==> src/rtl/core/sfl_pkg.sv <==
// ----------------------------------------------------------------------------
// sfl_pkg
// Types, constants and helpers shared by the segregated free-list pool.
// ----------------------------------------------------------------------------
package sfl_pkg;

  localparam int NUM_DESC    = 64;
  localparam int MAX_CLASSES = 8;
  localparam int SIZE_BITS   = 32;
  localparam int IDX_W       = $clog2(NUM_DESC);
  localparam int LINK_W      = IDX_W + 1;
  localparam int CLS_W       = $clog2(MAX_CLASSES);
  localparam int CCNT_W      = 4;
  localparam int LIMIT_W     = 16;
  localparam int QDEPTH      = 2;

  localparam logic [LINK_W-1:0] NIL_LINK = LINK_W'(NUM_DESC);

  typedef enum logic [1:0] {
    OP_ADD    = 2'd0,
    OP_REMOVE = 2'd1,
    OP_GET    = 2'd2,
    OP_NONE   = 2'd3
  } op_t;

  typedef enum logic [1:0] {
    ST_OK      = 2'd0,
    ST_NO_FIT  = 2'd1,
    ST_NOTFREE = 2'd2
  } status_t;

  typedef enum logic {
    CFG_FIRST_LIMIT = 1'b0,
    CFG_CLASS_COUNT = 1'b1
  } cfg_idx_t;

  typedef struct packed {
    logic [1:0]           op;
    logic [IDX_W-1:0]     descriptor_index;
    logic [SIZE_BITS-1:0] block_size;
    logic [SIZE_BITS-1:0] request_size;
  } in_item_t;

  typedef struct packed {
    logic [1:0]           status;
    logic [IDX_W-1:0]     granted_index;
    logic [SIZE_BITS-1:0] granted_size;
  } out_item_t;

  // classified command passed from front to back
  typedef struct packed {
    op_t                  op;
    logic [IDX_W-1:0]     idx;
    logic [SIZE_BITS-1:0] size;
    logic [CLS_W-1:0]     cls;
    logic [CLS_W:0]       ncls;
  } cmd_t;

endpackage

==> src/rtl/core/sfl_ram.sv <==
// ----------------------------------------------------------------------------
// sfl_ram
// Generic single-port-write, single-port-read RAM with registered read.
// ----------------------------------------------------------------------------
module sfl_ram #(
  parameter int WIDTH = 8,
  parameter int DEPTH = 64
) (
  input  logic                     clk,
  input  logic                     we,
  input  logic [$clog2(DEPTH)-1:0] waddr,
  input  logic [WIDTH-1:0]         wdata,
  input  logic [$clog2(DEPTH)-1:0] raddr,
  output logic [WIDTH-1:0]         rdata
);

  logic [WIDTH-1:0] mem [DEPTH];

  always_ff @(posedge clk) begin
    if (we) mem[waddr] <= wdata;
    rdata <= mem[raddr];
  end

endmodule

==> src/rtl/core/sfl_front.sv <==
// ----------------------------------------------------------------------------
// sfl_front
// Accepts items, works out the size class and queues classified commands.
// ----------------------------------------------------------------------------
module sfl_front (
  input  logic                          clk,
  input  logic                          rst_n,
  input  logic                          in_valid,
  output logic                          in_ready,
  input  sfl_pkg::in_item_t             in_data,
  input  logic [sfl_pkg::LIMIT_W-1:0]   first_limit,
  input  logic [sfl_pkg::CCNT_W-1:0]    class_count,
  output logic                          cmd_valid,
  input  logic                          cmd_ready,
  output sfl_pkg::cmd_t                 cmd
);
  import sfl_pkg::*;

  localparam int QW = $clog2(QDEPTH);

  // classification stage
  logic       s_valid_r;
  in_item_t   s_item_r;
  logic [CLS_W:0] ncls;
  logic [CLS_W-1:0] cls;
  logic [SIZE_BITS-1:0] key;
  logic [SIZE_BITS+MAX_CLASSES-1:0] lim;

  cmd_t       q_r [QDEPTH];
  logic [QW-1:0] wp_r, rp_r;
  logic [QW:0]   cnt_r;
  logic          q_full, push, pop;

  always_comb begin
    if (class_count == '0) ncls = (CLS_W+1)'(1);
    else if (32'(class_count) > MAX_CLASSES) ncls = (CLS_W+1)'(MAX_CLASSES);
    else ncls = (CLS_W+1)'(class_count);
  end

  assign key = (s_item_r.op == OP_GET) ? s_item_r.request_size : s_item_r.block_size;

  // independent compares against each doubled limit
  always_comb begin
    cls = '0;
    for (int i = 0; i < MAX_CLASSES - 1; i++) begin
      lim = (SIZE_BITS+MAX_CLASSES)'(first_limit) << i;
      if ((i + 1) < 32'(ncls) && (SIZE_BITS+MAX_CLASSES)'(key) > lim)
        cls = CLS_W'(i + 1);
    end
  end

  assign q_full   = (cnt_r == (QW+1)'(QDEPTH));
  assign push     = s_valid_r && !q_full;
  assign in_ready = !s_valid_r || push;
  assign pop      = cmd_valid && cmd_ready;
  assign cmd_valid = (cnt_r != '0);
  assign cmd      = q_r[rp_r];

  always_ff @(posedge clk) begin
    if (!rst_n) begin
      s_valid_r <= 1'b0;
      wp_r <= '0;
      rp_r <= '0;
      cnt_r <= '0;
    end else begin
      if (in_ready) s_valid_r <= in_valid;
      if (push) wp_r <= wp_r + 1'b1;
      if (pop) rp_r <= rp_r + 1'b1;
      cnt_r <= cnt_r + (QW+1)'(push) - (QW+1)'(pop);
    end
    if (in_ready && in_valid) s_item_r <= in_data;
    if (push) begin
      q_r[wp_r].op   <= op_t'(s_item_r.op);
      q_r[wp_r].idx  <= s_item_r.descriptor_index;
      q_r[wp_r].size <= key;
      q_r[wp_r].cls  <= cls;
      q_r[wp_r].ncls <= ncls;
    end
  end

endmodule

==> src/rtl/core/sfl_back.sv <==
// ----------------------------------------------------------------------------
// sfl_back
// Executes add, remove and get against the linked lists in RAM.
// ----------------------------------------------------------------------------
module sfl_back (
  input  logic              clk,
  input  logic              rst_n,
  input  logic              cmd_valid,
  output logic              cmd_ready,
  input  sfl_pkg::cmd_t     cmd,
  output logic              out_valid,
  input  logic              out_ready,
  output sfl_pkg::out_item_t out_data
);
  import sfl_pkg::*;

  typedef enum logic [3:0] {
    S_IDLE, S_RD_SLOT, S_UNLINK_A, S_UNLINK_B, S_UNLINK_C,
    S_PUSH_A, S_PUSH_B, S_GET_HEAD, S_GET_RD, S_GET_CHK, S_DONE
  } state_t;

  state_t state_r;
  cmd_t   c_r;
  logic [LINK_W-1:0] heads_r [MAX_CLASSES];
  logic [NUM_DESC-1:0] free_r;
  logic [LINK_W-1:0] nx_r, pv_r, p_r;
  logic [CLS_W:0]    gc_r;
  logic [IDX_W:0]    steps_r;
  logic [1:0]        st_r;
  logic [IDX_W-1:0]  gidx_r;
  logic [SIZE_BITS-1:0] gsize_r;
  logic              get_unlink_r;

  // link and size memories: one write and one read port each
  logic              nx_we, pv_we, sz_we;
  logic [IDX_W-1:0]  nx_wa, pv_wa, sz_wa, rd_a;
  logic [LINK_W-1:0] nx_wd, pv_wd, nx_rd, pv_rd;
  logic [SIZE_BITS-1:0] sz_rd;

  sfl_ram #(.WIDTH(LINK_W), .DEPTH(NUM_DESC)) u_next (
    .clk, .we(nx_we), .waddr(nx_wa), .wdata(nx_wd), .raddr(rd_a), .rdata(nx_rd));
  sfl_ram #(.WIDTH(LINK_W), .DEPTH(NUM_DESC)) u_prev (
    .clk, .we(pv_we), .waddr(pv_wa), .wdata(pv_wd), .raddr(rd_a), .rdata(pv_rd));
  sfl_ram #(.WIDTH(SIZE_BITS), .DEPTH(NUM_DESC)) u_size (
    .clk, .we(sz_we), .waddr(sz_wa), .wdata(c_r.size), .raddr(rd_a), .rdata(sz_rd));

  assign cmd_ready = (state_r == S_IDLE);
  assign out_valid = (state_r == S_DONE);
  assign out_data  = '{status: st_r, granted_index: gidx_r, granted_size: gsize_r};

  always_comb begin
    nx_we = 1'b0; pv_we = 1'b0; sz_we = 1'b0;
    nx_wa = c_r.idx; pv_wa = c_r.idx; sz_wa = c_r.idx;
    nx_wd = NIL_LINK; pv_wd = NIL_LINK;
    rd_a  = (state_r == S_IDLE) ? cmd.idx : p_r[IDX_W-1:0];
    case (state_r)
      S_UNLINK_A: begin
        // next[prev] <= next
        nx_we = (pv_r != NIL_LINK);
        nx_wa = pv_r[IDX_W-1:0];
        nx_wd = nx_r;
        pv_we = (nx_r != NIL_LINK);
        pv_wa = nx_r[IDX_W-1:0];
        pv_wd = pv_r;
      end
      S_UNLINK_B: begin
        nx_we = 1'b1;
        pv_we = 1'b1;
        nx_wa = p_r[IDX_W-1:0];
        pv_wa = p_r[IDX_W-1:0];
      end
      S_PUSH_A: begin
        sz_we = 1'b1;
        nx_we = 1'b1;
        nx_wd = heads_r[c_r.cls];
        pv_we = 1'b1;
      end
      S_PUSH_B: begin
        pv_we = (heads_r[c_r.cls] != NIL_LINK);
        pv_wa = heads_r[c_r.cls][IDX_W-1:0];
        pv_wd = {1'b0, c_r.idx};
      end
      default: ;
    endcase
  end

  always_ff @(posedge clk) begin
    if (!rst_n) begin
      state_r <= S_IDLE;
      free_r  <= '0;
      for (int i = 0; i < MAX_CLASSES; i++) heads_r[i] <= NIL_LINK;
    end else begin
      case (state_r)
        S_IDLE: if (cmd_valid) begin
          c_r    <= cmd;
          st_r   <= ST_OK;
          gidx_r <= '0;
          gsize_r <= '0;
          p_r    <= {1'b0, cmd.idx};
          get_unlink_r <= 1'b0;
          case (cmd.op)
            OP_ADD:    state_r <= free_r[cmd.idx] ? S_RD_SLOT : S_PUSH_A;
            OP_REMOVE: begin
              if (free_r[cmd.idx]) state_r <= S_RD_SLOT;
              else begin
                st_r <= ST_NOTFREE;
                state_r <= S_DONE;
              end
            end
            OP_GET: begin
              gc_r <= {1'b0, cmd.cls};
              state_r <= S_GET_HEAD;
            end
            default: state_r <= S_DONE;
          endcase
        end
        S_RD_SLOT: state_r <= S_UNLINK_C;   // read data lands
        S_UNLINK_C: begin
          nx_r <= nx_rd;
          pv_r <= pv_rd;
          state_r <= S_UNLINK_A;
        end
        S_UNLINK_A: begin
          for (int i = 0; i < MAX_CLASSES; i++)
            if (heads_r[i] == p_r) heads_r[i] <= nx_r;
          free_r[p_r[IDX_W-1:0]] <= 1'b0;
          state_r <= S_UNLINK_B;
        end
        S_UNLINK_B: begin
          if (c_r.op == OP_ADD && !get_unlink_r) state_r <= S_PUSH_A;
          else state_r <= S_DONE;
        end
        S_PUSH_A: state_r <= S_PUSH_B;
        S_PUSH_B: begin
          heads_r[c_r.cls] <= {1'b0, c_r.idx};
          free_r[c_r.idx] <= 1'b1;
          state_r <= S_DONE;
        end
        S_GET_HEAD: begin
          if (gc_r >= c_r.ncls) begin
            st_r <= ST_NO_FIT;
            state_r <= S_DONE;
          end else begin
            p_r <= heads_r[gc_r[CLS_W-1:0]];
            steps_r <= '0;
            state_r <= (heads_r[gc_r[CLS_W-1:0]] == NIL_LINK) ? S_GET_HEAD : S_GET_RD;
            if (heads_r[gc_r[CLS_W-1:0]] == NIL_LINK) gc_r <= gc_r + 1'b1;
          end
        end
        S_GET_RD: state_r <= S_GET_CHK;
        S_GET_CHK: begin
          if (sz_rd >= c_r.size) begin
            gidx_r  <= p_r[IDX_W-1:0];
            gsize_r <= sz_rd;
            nx_r <= nx_rd;
            pv_r <= pv_rd;
            get_unlink_r <= 1'b1;
            state_r <= S_UNLINK_A;
          end else if (nx_rd == NIL_LINK ||
                       steps_r == (IDX_W+1)'(NUM_DESC - 1)) begin
            gc_r <= gc_r + 1'b1;
            state_r <= S_GET_HEAD;
          end else begin
            p_r <= nx_rd;
            steps_r <= steps_r + 1'b1;
            state_r <= S_GET_RD;
          end
        end
        S_DONE: if (out_ready) state_r <= S_IDLE;
        default: state_r <= S_IDLE;
      endcase
    end
  end

endmodule

==> src/rtl/core/segregated_free_list_pool_top.sv <==
// ----------------------------------------------------------------------------
// segregated_free_list_pool_top
// Size-class free-list pool of 64 block descriptors with add/remove/get.
// ----------------------------------------------------------------------------
// One command at a time is executed. A front stage classifies one beat and
// queues up to two more behind it; a beat passes the classification register
// and the command queue before the back end sees it. An add runs PUSH_A,
// PUSH_B and DONE, first unlinking via RD_SLOT, UNLINK_C, UNLINK_A and UNLINK_B
// when the slot was already free; a remove takes that unlink path to DONE. A
// get visits GET_HEAD per class, GET_RD and GET_CHK per list entry examined,
// UNLINK_A and UNLINK_B to unlink a grant, then DONE. Each walk step is one
// registered read of the link and size RAMs. The result is held until taken.
module segregated_free_list_pool_top (
  input  logic                  clk,
  input  logic                  rst_n,
  input  logic                  in_valid,
  output logic                  in_ready,
  input  sfl_pkg::in_item_t     in_data,
  output logic                  out_valid,
  input  logic                  out_ready,
  output sfl_pkg::out_item_t    out_data,
  input  logic                  cfg_valid,
  output logic                  cfg_ready,
  input  logic                  cfg_index,
  input  logic [15:0]           cfg_data
);
  import sfl_pkg::*;

  logic [LIMIT_W-1:0] limit_r;
  logic [CCNT_W-1:0]  ccnt_r;
  logic  cmd_valid, cmd_ready;
  cmd_t  cmd;

  assign cfg_ready = 1'b1;

  always_ff @(posedge clk) begin
    if (!rst_n) begin
      limit_r <= LIMIT_W'(16);
      ccnt_r  <= CCNT_W'(4);
    end else if (cfg_valid) begin
      case (cfg_idx_t'(cfg_index))
        CFG_FIRST_LIMIT: limit_r <= cfg_data;
        CFG_CLASS_COUNT: ccnt_r  <= cfg_data[CCNT_W-1:0];
        default: ;
      endcase
    end
  end

  sfl_front u_front (
    .clk, .rst_n, .in_valid, .in_ready, .in_data,
    .first_limit(limit_r), .class_count(ccnt_r),
    .cmd_valid, .cmd_ready, .cmd);

  sfl_back u_back (
    .clk, .rst_n, .cmd_valid, .cmd_ready, .cmd,
    .out_valid, .out_ready, .out_data);

endmodule
==> config.mk <==
export PLATFORM = sky130hd
export DESIGN_NAME = segregated_free_list_pool_top
export DESIGN_NICKNAME = d
export VERILOG_FILES = /design/src/rtl/core/sfl_pkg.sv /design/src/rtl/core/sfl_ram.sv /design/src/rtl/core/sfl_front.sv /design/src/rtl/core/sfl_back.sv /design/src/rtl/core/segregated_free_list_pool_top.sv
export SDC_FILE = /design/constraint.sdc
export NUM_CORES = 2
export LEC_CHECK = 0
export ABC_AREA = 1
export ABC_CLOCK_PERIOD_IN_PS = 9000
export BUFFER_PORTS_ARGS = -buffer_cell sky130_fd_sc_hd__buf_2
export CORE_MARGIN = 2
export CORE_UTILIZATION = 65
export CTS_CLUSTER_DIAMETER = 50
export CTS_CLUSTER_SIZE = 14
export DETAILED_ROUTE_END_ITERATION = 16
export HOLD_SLACK_MARGIN = 0.02
export PLACE_DENSITY = 0.82
export SLEW_MARGIN = 20
export SYNTH_ARGS = -nofsm -noshare
export SYNTH_HDL_FRONTEND = slang
export SYNTH_SLANG_ARGS = --single-unit
==> constraint.sdc <==
create_clock -name clk -period 9 [get_ports clk]
set_input_delay 0.9 -clock clk [delete_from_list [all_inputs] [get_ports clk]]
set_output_delay 0.9 -clock clk [all_outputs]
set_load 0.01 [all_outputs]
* Word-level counts from Yosys, hierarchy flattened
Memories as Yosys holds them, arrays and structs flattened. A register that Yosys moved wholly into a read port is not among the register bits.
Index checks and enable logic that the tools add are counted.
** Storage, ports and cells
- Bits in registers :: 285
- Memory bits (writable) :: 3094
- Bits of input ports :: 94
- Memories :: 5
** Memories
- u_back.u_size.mem :: depth 64, bits a word 32, read ports 1, clocked after memory_dff 1, wr ports 1, RTL line sfl_ram.sv:17 : logic [WIDTH-1:0] mem [DEPTH];
- u_back.u_next.mem :: depth 64, bits a word 7, read ports 1, clocked after memory_dff 1, wr ports 1, RTL line sfl_ram.sv:17
- u_back.u_prev.mem :: depth 64, bits a word 7, read ports 1, clocked after memory_dff 1, wr ports 1, RTL line sfl_ram.sv:17
- u_front.q_r :: depth 2, bits a word 47, read ports 1, clocked after memory_dff 1, wr ports 1, RTL line sfl_front.sv:29 : cmd_t q_r [QDEPTH];
- u_back.heads_r :: depth 8, bits a word 7, read ports 10, clocked after memory_dff 2, wr ports 8, RTL line sfl_back.sv:24 : logic [LINK_W-1:0] heads_r [MAX_CLASSES];
** Cells by class
- Add/sub/neg operators :: 6
- Order comparisons :: 22
- Equality and inequality tests :: 38
- Muxes and demuxes :: 129
- Bitwise gates (word level) :: 12
- Reduce and logical (&&, ||, !) cells :: 41
** Operators with widths (number)
- 64-bit one-hot mux with 2 select lines :: 1
- 7-bit 2-to-1 mux :: 18
- 32-bit 2-to-1 mux :: 3
- 7-bit one-hot mux with 2 select lines :: 5
- 64-bit AND :: 1
- 4-bit 2-to-1 mux :: 16
- 64-bit inverter :: 1
- 64-bit bitwise OR :: 1
- 32-bit one-hot mux with 2 select lines :: 1
- 7-bit == test :: 8
- 1-bit 2-to-1 mux :: 54
- 4-bit one-hot mux with 11 select lines :: 1
- 32-bit >= comparator :: 1
- 32-bit by 16-bit > comparator with 1-bit output :: 1
- 32-bit by 17-bit > comparator with 1-bit output :: 1
- 32-bit by 18-bit > comparator with 1-bit output :: 1
- 32-bit by 19-bit > comparator with 1-bit output :: 1
- 32-bit by 20-bit > comparator with 1-bit output :: 1
- 32-bit by 21-bit > comparator with 1-bit output :: 1
- 32-bit by 22-bit > comparator with 1-bit output :: 1
- 3-bit 2-to-1 mux :: 10
- 4-bit one-hot mux with 3 select lines :: 2
- 6-bit one-hot mux with 2 select lines :: 2
- 6-bit by 7-bit < comparator with 1-bit output (second input constant) :: 3
- 48 further kinds :: 113

* Longest topological paths before layout
- Depth in word-level cells :: 12
- Depth in mapped cells :: 23
- Depth with buffers taken out :: 21

* Hierarchy
A second synthesis with hierarchy kept.
** Second synthesis, totals
- Cells, all modules :: 12530
- Area total of the unflattened synthesis :: 144184.5 um^2
** By module, submodules not included
- sfl_ram at u_back.u_size :: instances 1, cells an instance 6769, area each 82738.1 um^2
- sfl_ram at u_back.u_next ... :: instances 2, cells an instance 1590, area each 18545.3 um^2
- sfl_back :: instances 1, cells an instance 1604, area each 13960.9 um^2
- sfl_front :: instances 1, cells an instance 854, area each 9539.1 um^2
- segregated_free_list_pool_top :: instances 1, cells an instance 123, area each 855.8 um^2

* Worst setup path after synthesis
No wires, ideal clock.
- Path type :: input port to flip-flop
- Start point :: in rst_n
- End point :: reg u_back.get_unlink_r (enable)
- Library setup time :: 397 ps
- Data arrival time :: 5976 ps
- Path slack :: 2627 ps
- Stages :: 5
- Buffers on the path :: 1
- Path through :: inv_1 -> clkbuf_1 -> nor3_1 -> inv_1 -> nand2_1
** On the way
- Word-level cells in the longest chain between the ends :: 1
** RTL lines
- start, declared :: RTL line segregated_free_list_pool_top.sv:15 : input logic rst_n,
- 4-bit AND reduction (no source line)
- end signal, assigned :: RTL line sfl_back.sv:100 : get_unlink_r <= 1'b0;
- end signal, assigned :: RTL line sfl_back.sv:157 : get_unlink_r <= 1'b1;
- end, declared :: RTL line sfl_back.sv:32 : logic get_unlink_r;
No other way between the ends.
A chain may end at the register's enable or synchronous reset.

==> impl_metrics.tcl <==
set metrics [dict create \
    pwr-share-clk_pct 22.0 \
    drc_errors 0 \
    timing.setup.tns_ns 0 \
    mostFrequentLayoutCell "edfxtp_1" \
    start_kind "flop" \
    cts.clk_slew.worst_paths_ns 0.06 \
    number_of_flops_mapped_to_enable_cells_by_yosys 3278 \
    finalMaxSlewViolations 0 \
    stdcell_area_um2 154000 \
    peakVddDrop_mv 0.592 \
    rsz_0062_raised_after_global_routing "no" \
    worst-endpoint-arrival_ns 7.31 \
    drt-initial-drc-count 17872 \
    total_switching_power_mw 25.8 \
    dr_total_vias 98367 \
    detail-route-antenna-nets 0 \
    synthesis.nets 11316 \
    hold_slack_ns 0.104 \
    site_rows 171 \
    cp_data_required_time_ns 9.77 \
    ys_types 51 \
    finalSetupViolations 0 \
    worstMarginPinSlew_ns 1.35 \
    dpl.cell_count 13540 \
    number_of_synthesis_warnings 0 \
    max_slew_margin_pct 9.43 \
    syn-mean-instance-area_um2 12.8 \
    die_y_um 470 \
    drv_cap 0 \
    number_of_antenna_violations_at_the_first_check_in_global_routing 18 \
    floorplan.initialDensity_pct 65.2 \
    final_period_minus_worst_setup_slack_ns 6.53 \
    timing.setup.critical_path_class "reg2reg" \
    r2r_slack_ns 2.47 \
    detailedRoute.firstPassIterationCount 8 \
    cts-root-to-sink-buffers 4 \
    tritoncts "done" \
    die_width_um 470 \
    floorplan.core_area_um2 217000 \
    ioPinCount 137 \
    outcome "completed" \
    setup_slack_ns 2.47 \
    commonest_cells_after_routing_fill_and_taps_aside "edfxtp_1, o21ai_0, nor2_1" \
    final_core_util_pct 71.3 \
    totalWireLength_um 408000 \
    flow.area_growth_from_synthesis_pct 9.32 \
    internal-power_mw 32.7 \
    synth-seq-area-share_pct 71.9 \
    worst-path-max-fanout 144 \
    power_density_nw_per_um2 379 \
    place_hpwl_um 222000 \
    avgViaCountPerCell 6.99 \
    finish.cell_count_without_fillers 14073 \
    synth_ff_type "edfxtp_1" \
    detailed_place.area_um2 145000 \
    filler_cell_count 13268 \
    min_period_over_period_pct 72.6 \
    global_route_wire_length_before_repair_um 594000 \
    ctsRootBufferMaster "clkbuf_16" \
    globalRouteTotalUtil_pct 36.1 \
    gp_congestion 0.937 \
    hp-class "in2reg" \
    power.share.combinational_pct 44.9 \
    finalClockSkew_ns 0.0761 \
    max_freq_mhz 153 \
    layout.nets 11257 \
    cts-buffers-inserted 323 \
    cts-htree-levels 5 \
    dpl_worst_slack_ns 2.95 \
    placement.io_buffers 135 \
    cp-end-kind "flop" \
    floorplan.die_area_um2 221000 \
    mappedNetlistArea_um2 141000 \
    number_of_standard_cells_after_synthesis 11070 \
    number_of_global_route_vias_before_repair 94467 \
    grt_start_max_net_pins 228 \
    asyncSetResetFlopFracSynth_pct 0 \
    number_of_synthesized_register_bits 3432 \
    finalHoldViolations 0 \
    cts_repair_resize_count 0 \
    buffer_count_from_post_cts_setup_fixing 0 \
    power.share.sequential_pct 33.1 \
    clock_sinks 3432 \
    grt_overflow_total 0 \
    postCtsHoldBufs 0 \
    netSwitchingFraction_pct 44.1 \
    power.leakage_nw 51.0 \
    route.detailed.wl_per_inst_um 29.0 \
    clk_latency_ns 0.99 \
    post_route_cells_drive_above_1_share_pct 8.22 \
    total_power_mw 58.6 \
]
-- routing by layer --
metal / routed length [um] / GRT usage (%)
met5: 93 / 0
met4: 25500 / 19.5
met3: 61100 / 9.86
met2: 184000 / 55.0
met1: 137000 / 47.6
-- cell type report --
| type | instances | area (um2) | share of cell area (%) |
|---|---|---|---|
| antenna | 12 | 30.0 | 0.0195 |
| clock buffer | 442 | 8670 | 5.62 |
| timing repair buffer | 374 | 2830 | 1.84 |
| inverter | 418 | 1600 | 1.04 |
| multi-input combinational | 6462 | 35200 | 22.8 |
| tap | 2854 | 3570 | 2.31 |
| clock inverter | 79 | 866 | 0.561 |
| sequential | 3432 | 102000 | 65.8 |
-- state kept, by name (all words and copies together), names as in the netlist, 16 cells and up, named ones only --
name                 cells
u_front.s_item_r        72
u_back.u_size.mem     2048
u_back.c_r              41
u_back.u_size.rdata     32
limit_r                 16
u_back.u_prev.mem      448
u_back.heads_r          56
u_back.gsize_r          32
u_back.u_next.mem      448
u_back.free_r           64
u_front.q_r             94
-- critical path: stages, from the launching register on --
cell and delay, ns:
dfxtp_2 0.60, inv_2 0.75, or2_0 0.18, o21ai_1 0.10, buf_4 0.26, o21ai_4 0.28
buf_12 0.61, buf_12 0.55, buf_4 0.94, o221ai_1 0.34, o211ai_1 0.18, nand2_1 0.09
nor2_1 1.02, o21ai_1 0.19
-- cell families after synthesis --
kind of cell | synth area share [%]
muxes | 0.0869
AOI/OAI and AO/OA | 14.4
DFF | 71.9
adders and majority gates | 1.35
and+or+nand+nor | 8.38
xor gates and xnor gates | 0.347
other | 0.00266
buffers and inverters | 3.52
-- cells in the mapped netlist, types with 50 or more instances --
library cell | number | area [um2]
edfxtp_1 | 3278 | 98400
inv_1 | 401 | 1510
nor2_1 | 1366 | 5130
o21ai_1 | 137 | 686
nand3_1 | 501 | 2510
o21ai_0 | 1563 | 7820
buf_2 | 289 | 1450
o211ai_1 | 518 | 3890
o21bai_1 | 396 | 2970
dfxtp_1 | 154 | 3080
nand2_1 | 778 | 2920
a21oi_1 | 164 | 821
ha_1 | 152 | 1900
xor2_1 | 50 | 438
o22ai_1 | 381 | 2380
nor3_1 | 130 | 651
o221ai_1 | 103 | 902
clkbuf_1 | 380 | 1430
-- power by group through the flow --
stage                     clock network (mW)  logic [mW]  registers [mW]
after floorplan                            0        16.4            19.6
after global placement                     0        24.1            19.6
after detailed placement                   0        24.9            19.6
after CTS                               12.9        25.3            19.3
after global routing                    13.4        27.7            19.3
final                                   12.9        26.3            19.4
-- final timing paths --
kind / startpoint / to / depth (start not counted)
hold reg to reg: u_back.free_r[53] / u_back.free_r[53] / 2
hold / removal: in_data[58] / u_front.s_item_r[58] / 1
setup / recovery: flop / u_back.u_size.rdata[25] / 13
setup reg to reg: flop / u_back.u_size.rdata[25] / 13
No activity file was read; power rests on OpenSTA's default activity.
